File: src/hw/rtl/fr_pkg.sv
// -----------------------------------------------------------------------------
// fr_pkg: shared types for the fraction reducer
// Sequencer state encoding for the top level.
// -----------------------------------------------------------------------------
package fr_pkg;

   typedef enum logic [1:0] {
      ST_IDLE    = 2'd0,
      ST_GCD     = 2'd1,
      ST_DIV_NUM = 2'd2,
      ST_DIV_DEN = 2'd3
   } fr_state_type;

endpackage

File: src/hw/rtl/fr_gcd.sv
// -----------------------------------------------------------------------------
// fr_gcd: iterative binary gcd
// One shift or one compare-and-subtract per cycle, common factors of two
// counted and restored at the end. b must be non-zero.
// -----------------------------------------------------------------------------
module fr_gcd #(
   parameter int DATA_WIDTH = 32
) (
   input  logic                  clock,
   input  logic                  reset,
   input  logic                  start,
   input  logic [DATA_WIDTH-1:0] a,
   input  logic [DATA_WIDTH-1:0] b,
   output logic                  done,
   output logic [DATA_WIDTH-1:0] g
);
   import fr_pkg::*;

   localparam int KW = $clog2(DATA_WIDTH);

   logic [DATA_WIDTH-1:0] a_ff, a_in, b_ff, b_in, g_ff, g_in;
   logic [KW-1:0]         k_ff, k_in;
   logic                  run_ff, run_in, done_ff, done_in;

   always_comb begin
      a_in    = a_ff;
      b_in    = b_ff;
      k_in    = k_ff;
      g_in    = g_ff;
      run_in  = run_ff;
      done_in = 1'b0;
      if (start) begin
         a_in   = a;
         b_in   = b;
         k_in   = '0;
         run_in = 1'b1;
      end else if (run_ff) begin
         if (a_ff == '0) begin
            g_in    = b_ff << k_ff;
            run_in  = 1'b0;
            done_in = 1'b1;
         end else if (!a_ff[0] && !b_ff[0]) begin
            a_in = a_ff >> 1;
            b_in = b_ff >> 1;
            k_in = k_ff + KW'(1);
         end else if (!a_ff[0]) begin
            a_in = a_ff >> 1;
         end else if (!b_ff[0]) begin
            b_in = b_ff >> 1;
         end else if (a_ff >= b_ff) begin
            a_in = a_ff - b_ff;
         end else begin
            b_in = b_ff - a_ff;
         end
      end
   end

   always_ff @(posedge clock) begin
      if (reset) begin
         run_ff  <= 1'b0;
         done_ff <= 1'b0;
      end else begin
         run_ff  <= run_in;
         done_ff <= done_in;
      end
      a_ff <= a_in;
      b_ff <= b_in;
      k_ff <= k_in;
      g_ff <= g_in;
   end

   assign done = done_ff;
   assign g    = g_ff;

endmodule

File: src/hw/rtl/fr_div.sv
// -----------------------------------------------------------------------------
// fr_div: serial restoring divider
// One quotient bit per cycle until all DATA_WIDTH quotient bits are formed.
// -----------------------------------------------------------------------------
module fr_div #(
   parameter int DATA_WIDTH = 32
) (
   input  logic                  clock,
   input  logic                  reset,
   input  logic                  start,
   input  logic [DATA_WIDTH-1:0] dividend,
   input  logic [DATA_WIDTH-1:0] divisor,
   output logic                  done,
   output logic [DATA_WIDTH-1:0] quotient
);
   import fr_pkg::*;

   localparam int CW = $clog2(DATA_WIDTH);

   logic [DATA_WIDTH-1:0] rem_ff, rem_in, quo_ff, quo_in, dsr_ff, dsr_in;
   logic [CW-1:0]         cnt_ff, cnt_in;
   logic                  run_ff, run_in, done_ff, done_in;
   logic [DATA_WIDTH:0]   trial, diff;

   always_comb begin
      trial   = {rem_ff, quo_ff[DATA_WIDTH-1]};
      diff    = trial - {1'b0, dsr_ff};
      rem_in  = rem_ff;
      quo_in  = quo_ff;
      dsr_in  = dsr_ff;
      cnt_in  = cnt_ff;
      run_in  = run_ff;
      done_in = 1'b0;
      if (start) begin
         rem_in = '0;
         quo_in = dividend;
         dsr_in = divisor;
         cnt_in = CW'(DATA_WIDTH - 1);
         run_in = 1'b1;
      end else if (run_ff) begin
         if (!diff[DATA_WIDTH]) begin
            rem_in = diff[DATA_WIDTH-1:0];
            quo_in = {quo_ff[DATA_WIDTH-2:0], 1'b1};
         end else begin
            rem_in = trial[DATA_WIDTH-1:0];
            quo_in = {quo_ff[DATA_WIDTH-2:0], 1'b0};
         end
         cnt_in = cnt_ff - CW'(1);
         if (cnt_ff == '0) begin
            run_in  = 1'b0;
            done_in = 1'b1;
         end
      end
   end

   always_ff @(posedge clock) begin
      if (reset) begin
         run_ff  <= 1'b0;
         done_ff <= 1'b0;
      end else begin
         run_ff  <= run_in;
         done_ff <= done_in;
      end
      rem_ff <= rem_in;
      quo_ff <= quo_in;
      dsr_ff <= dsr_in;
      cnt_ff <= cnt_in;
   end

   assign done     = done_ff;
   assign quotient = quo_ff;

endmodule

File: src/hw/rtl/fraction_reduce.sv
// -----------------------------------------------------------------------------
// fraction_reduce: signed fraction to lowest terms
// Sign folding, binary gcd, then two serial divisions by the gcd.
// -----------------------------------------------------------------------------
// A request is taken when start is high and busy is low. Each request gives
// exactly one result, shown for a single cycle with rsp_valid high. The
// receiver cannot stall, so capture the result on that cycle.
// A zero denominator never raises busy. Its result, with rsp_zero_denominator
// set and 0/0, is shown in the cycle straight after the accepting edge.
// Any other request raises busy until its result is written. The binary gcd
// works through shift and subtract steps, then finishes with one more step. The
// shared divider then divides the numerator and then the denominator by the gcd.
// busy drops in the same cycle as rsp_valid is raised, so the next request may
// follow straight away.
// -----------------------------------------------------------------------------
module fraction_reduce #(
   parameter int DATA_WIDTH = 32
) (
   input  logic                         clock,
   input  logic                         reset,
   input  logic                         start,
   output logic                         busy,
   input  logic signed [DATA_WIDTH-1:0] req_numerator,
   input  logic signed [DATA_WIDTH-1:0] req_denominator,
   output logic                         rsp_valid,
   output logic signed [DATA_WIDTH:0]   rsp_reduced_numerator,
   output logic        [DATA_WIDTH-1:0] rsp_reduced_denominator,
   output logic                         rsp_zero_denominator
);
   import fr_pkg::*;

   fr_state_type state_ff, state_in;

   // magnitudes of the request; the most negative value maps to 2^(W-1)
   logic                  num_neg, den_neg;
   logic [DATA_WIDTH-1:0] num_mag, den_mag;

   logic [DATA_WIDTH-1:0] num_mag_ff, num_mag_in, den_mag_ff, den_mag_in;
   logic                  neg_ff, neg_in;
   logic [DATA_WIDTH-1:0] q_num_ff, q_num_in;

   logic                  accept;
   logic                  gcd_start, gcd_done;
   logic [DATA_WIDTH-1:0] gcd_value;
   logic                  div_start, div_done;
   logic [DATA_WIDTH-1:0] div_dividend, div_quotient;

   logic                  valid_ff, valid_in;
   logic [DATA_WIDTH:0]   rnum_ff, rnum_in;
   logic [DATA_WIDTH-1:0] rden_ff, rden_in;
   logic                  zden_ff, zden_in;

   assign accept  = start && (state_ff == ST_IDLE);
   assign busy    = (state_ff != ST_IDLE);

   assign num_neg = req_numerator[DATA_WIDTH-1];
   assign den_neg = req_denominator[DATA_WIDTH-1];
   assign num_mag = num_neg ? ({DATA_WIDTH{1'b0}} - $unsigned(req_numerator))
                            : $unsigned(req_numerator);
   assign den_mag = den_neg ? ({DATA_WIDTH{1'b0}} - $unsigned(req_denominator))
                            : $unsigned(req_denominator);

   // numerator goes through the divider first, then the denominator
   assign div_dividend = (state_ff == ST_GCD) ? num_mag_ff : den_mag_ff;

   always_comb begin
      state_in   = state_ff;
      num_mag_in = num_mag_ff;
      den_mag_in = den_mag_ff;
      neg_in     = neg_ff;
      q_num_in   = q_num_ff;
      gcd_start  = 1'b0;
      div_start  = 1'b0;
      valid_in   = 1'b0;
      rnum_in    = rnum_ff;
      rden_in    = rden_ff;
      zden_in    = zden_ff;
      case (state_ff)
         ST_IDLE: begin
            if (accept) begin
               num_mag_in = num_mag;
               den_mag_in = den_mag;
               neg_in     = num_neg ^ den_neg;
               if (den_mag == '0) begin
                  // zero denominator: flag it and answer 0/0 at once
                  valid_in = 1'b1;
                  rnum_in  = '0;
                  rden_in  = '0;
                  zden_in  = 1'b1;
               end else begin
                  gcd_start = 1'b1;
                  state_in  = ST_GCD;
               end
            end
         end
         ST_GCD: begin
            if (gcd_done) begin
               div_start = 1'b1;
               state_in  = ST_DIV_NUM;
            end
         end
         ST_DIV_NUM: begin
            if (div_done) begin
               q_num_in  = div_quotient;
               div_start = 1'b1;
               state_in  = ST_DIV_DEN;
            end
         end
         ST_DIV_DEN: begin
            if (div_done) begin
               // a zero quotient negates to zero, so no special case
               valid_in = 1'b1;
               rnum_in  = neg_ff ? ((DATA_WIDTH+1)'(0) - {1'b0, q_num_ff})
                                 : {1'b0, q_num_ff};
               rden_in  = div_quotient;
               zden_in  = 1'b0;
               state_in = ST_IDLE;
            end
         end
         default: begin
            state_in = ST_IDLE;
         end
      endcase
   end

   always_ff @(posedge clock) begin
      if (reset) begin
         state_ff <= ST_IDLE;
         valid_ff <= 1'b0;
      end else begin
         state_ff <= state_in;
         valid_ff <= valid_in;
      end
      num_mag_ff <= num_mag_in;
      den_mag_ff <= den_mag_in;
      neg_ff     <= neg_in;
      q_num_ff   <= q_num_in;
      rnum_ff    <= rnum_in;
      rden_ff    <= rden_in;
      zden_ff    <= zden_in;
   end

   fr_gcd #(
      .DATA_WIDTH (DATA_WIDTH)
   ) u_gcd (
      .clock (clock),
      .reset (reset),
      .start (gcd_start),
      .a     (num_mag),
      .b     (den_mag),
      .done  (gcd_done),
      .g     (gcd_value)
   );

   // gcd result is held in u_gcd until its next start, so it serves both divisions
   fr_div #(
      .DATA_WIDTH (DATA_WIDTH)
   ) u_div (
      .clock    (clock),
      .reset    (reset),
      .start    (div_start),
      .dividend (div_dividend),
      .divisor  (gcd_value),
      .done     (div_done),
      .quotient (div_quotient)
   );

   assign rsp_valid               = valid_ff;
   assign rsp_reduced_numerator   = $signed(rnum_ff);
   assign rsp_reduced_denominator = rden_ff;
   assign rsp_zero_denominator    = zden_ff;

endmodule

File: config.mk
export PLATFORM = sky130hd
export DESIGN_NAME = fraction_reduce
export DESIGN_NICKNAME = d
export VERILOG_FILES = /design/src/hw/rtl/fr_pkg.sv /design/src/hw/rtl/fr_gcd.sv /design/src/hw/rtl/fr_div.sv /design/src/hw/rtl/fraction_reduce.sv
export SDC_FILE = /design/constraint.sdc
export NUM_CORES = 1
export LEC_CHECK = 0
export BUFFER_PORTS_ARGS = -buffer_cell sky130_fd_sc_hd__buf_2
export CAP_MARGIN = 20
export CORE_MARGIN = 2
export CORE_UTILIZATION = 60
export DETAILED_ROUTE_END_ITERATION = 7
export PLACE_DENSITY = 0.79
export SLEW_MARGIN = 0
export SYNTH_ARGS = -nofsm -noshare
export SYNTH_HDL_FRONTEND = slang
export SYNTH_SLANG_ARGS = --single-unit
File: constraint.sdc
create_clock -name clock -period 22.5 [get_ports clock]
set_input_delay 4.5 -clock clock [delete_from_list [all_inputs] [get_ports clock]]
set_output_delay 4.5 -clock clock [all_outputs]
set_load 0.02 [all_outputs]
==> flow_metrics.tcl <==
set metrics [dict create \
    clk_pin_slew_worst_paths_ps 60 \
    dpl.cell_count 2894 \
    synth_fp_nets 2534 \
    critPathArrivalTime_ps 8930 \
    grt_use_met3_pct 5.63 \
    routabilityCongestion 0.977 \
    core_mm2 0.0387 \
    yosysWarnings 0 \
    dp_hpwl_um 48200 \
    synth_area_leaders "edfxtp_1 (41%), ha_1 (5.6%), dfxtp_1 (4.2%), xnor2_1 (3.8%), mux2i_1 (3.8%)" \
    p_leak_uw 0.0101 \
    synth_area_leader_cell "edfxtp_1" \
    synth_cells 2358 \
    wl_um 64200 \
    num_vias 18825 \
    drc 0 \
    num_rows 72 \
    io_pins 135 \
    synth_cell_type_count 79 \
    numCtsBuffers 38 \
    die_area_mm2 0.0409 \
    cp_top_family "simple AND/OR/NAND/NOR gates" \
    min_period_ps 8780 \
    rsz0062_at_grt "false" \
    largest_reg_flops 33 \
    htreeDepth 2 \
    viasPerCell 6.34 \
    worst_setup_path_start_kind "input port" \
    synthArstFlopShare_pct 0 \
    grt_use_met2_pct 48.0 \
    max_stage_delay_ps 700 \
    fin_crit_sh_pct 39.0 \
    drt_first_pass_iters 6 \
    finalClockSkew_ps 13.6 \
    post_drt_wl_per_cell_um 21.6 \
    syn_area_per_cell_um2 9.99 \
    finalHoldViolations 0 \
    postCtsSetupBuffers 0 \
    final_cells 2970 \
    nNetsFinal 2595 \
    layout_commonest_cell "edfxtp_1" \
    die_h_um 202 \
    fillers 2980 \
    crit_chain "buf_2, nor4_2, nand3_1, or4_4, mux2_2, a32oi_1, or3_4, nor4_1, nand2_1, a21oi_4, buf_4" \
    max-slew-margin-rel_pct 26.7 \
    grt_max_degree 94 \
    drive_gt1_share_pct 11.6 \
    run_status "completed" \
    cp-end-kind "flip-flop" \
    grt.overflow.total 0 \
    ys_ff_latch 372 \
    cts-resized-gates 0 \
    cts_hold_buf 0 \
    die_x_um 202 \
    ctsRootBufferMaster "clkbuf_16" \
    ant_nets 0 \
    syn_area_mm2 0.0236 \
    yosysSeqAreaShare_pct 45.3 \
    maxSlewViolCount 0 \
    setup_tns_ps 0 \
    cts_max_path_buffers 3 \
    antenna_found_initial 4 \
    required_ps 22660 \
    io_buffers 134 \
    hold_class "reg -> reg" \
    grt_use_met1_pct 43.7 \
    setup_viol 0 \
    crit_path_top_delay_cell "nor4_2" \
    fmaxAchievable_mhz 114 \
    layout_common_cells "edfxtp_1 (323), nand2_1 (228), nor2_1 (171), o21ai_0 (150), inv_1 (140)" \
    grt_usage_pct 31.2 \
    path_max_fanout 66 \
    synth_top_area_share_pct 41.2 \
    clock_sinks 372 \
    initial_core_util_pct 60.8 \
    grt_pass1_wl_um 99700 \
    grt_pass1_vias 17483 \
    cts_tree "done" \
    first_iter_violations 2025 \
    worstMarginPinSlew_ps 1100 \
    syn_to_final_growth_pct 9.88 \
    clkLatencyLatePin_ps 540 \
    pwr_density_cell_mw_per_mm2 152 \
    worst-path-buf-inv 2 \
    top_usage_layer "met2" \
    dominantRegCellSynth "edfxtp_1" \
    worst_ir_drop_vdd_mv 0.125 \
    synth_edf_count 323 \
    crit_type "in -> reg" \
    timing.max_cap.violations 0 \
]
-- logic make-up after synthesis --
group | after synthesis | synth area share [%]
compound gates | 635 | 17.9
xor+xnor | 177 | 6.58
fa+ha+maj | 109 | 5.89
buf+inv | 278 | 4.70
flops | 372 | 45.3
mux | 118 | 6.07
simple gates | 669 | 13.6
-- routing by layer --
layer | vias up | wire, µm
met5 | - | 0
met2 | 1015 | 28500
met3 | 158 | 6340
met1 | 8860 | 26500
li1 | 8792 | -
met4 | 0 | 2830
-- cells in the mapped netlist (all sizes together), types with 20 or more instances --
| master | instances |
|---|---|
| nand3 | 31 |
| nor2 | 172 |
| buf | 31 |
| or3 | 20 |
| xor2 | 74 |
| nor3 | 37 |
| o31ai | 29 |
| a21oi | 133 |
| mux2i | 90 |
| a21o | 54 |
| a221o | 23 |
| nand2b | 21 |
| dfxtp | 49 |
| inv | 140 |
| nand2 | 229 |
| o21ai | 169 |
| clkbuf | 107 |
| ha | 106 |
| o21a | 42 |
| edfxtp | 323 |
| xnor2 | 103 |
| nor4 | 26 |
| a211oi | 21 |
| and2 | 39 |
-- final cells by class --
cell class | instances | area [µm²] | area share (%)
antenna | 3 | 7.51 | 0.0290
clock buffer | 55 | 1140 | 4.40
clock inverter | 15 | 169 | 0.653
inverter | 140 | 526 | 2.03
multi-input combinational | 1708 | 11800 | 45.7
sequential | 372 | 10700 | 41.3
tap | 518 | 648 | 2.50
timing repair buffer | 159 | 893 | 3.45
-- stage by stage --
stage / instance area (µm²) / util, % / power [µW] / setup WS, ps / hold slack [ps]
after floorplan: 23600 / - / 2620 / 11450 / 400
after global placement: 24500 / 63.3 / 3170 / 13390 / 403
after detailed placement: 24500 / 63.3 / 3210 / 13300 / 405
after CTS: 25800 / 66.6 / 3870 / 13830 / 417
after global routing: 25900 / 66.8 / 4120 / 13540 / 427
final: 25900 / 66.8 / 3930 / 13720 / 415
-- final timing paths --
kind                             from                                        to  slack [ps]  depth (start not counted)
max               req_denominator[12]  rsp_reduced_denominator[7]$_SDFFCE_PN0P_       13720                         11
min          u_gcd.g[1]$_SDFFCE_PP0P_                 u_div.dsr_ff[1]$_DFFE_PP_         420                          0
max reg2reg   u_gcd.b_ff[0]$_DFFE_PP_                  u_gcd.b_ff[28]$_DFFE_PP_       17750                         13
min reg2reg  u_gcd.g[1]$_SDFFCE_PP0P_                 u_div.dsr_ff[1]$_DFFE_PP_         420                          0
-- power breakdown --
group          switching (µW)  leakage, µW  internal (µW)  total, µW
Combinational            1320      0.00603            774       2090
Sequential                170      0.00344           1010       1180
Clock                     266     0.000628            388        654
Total                    1760       0.0101           2170       3930
(Power assumes the default switching activity.)
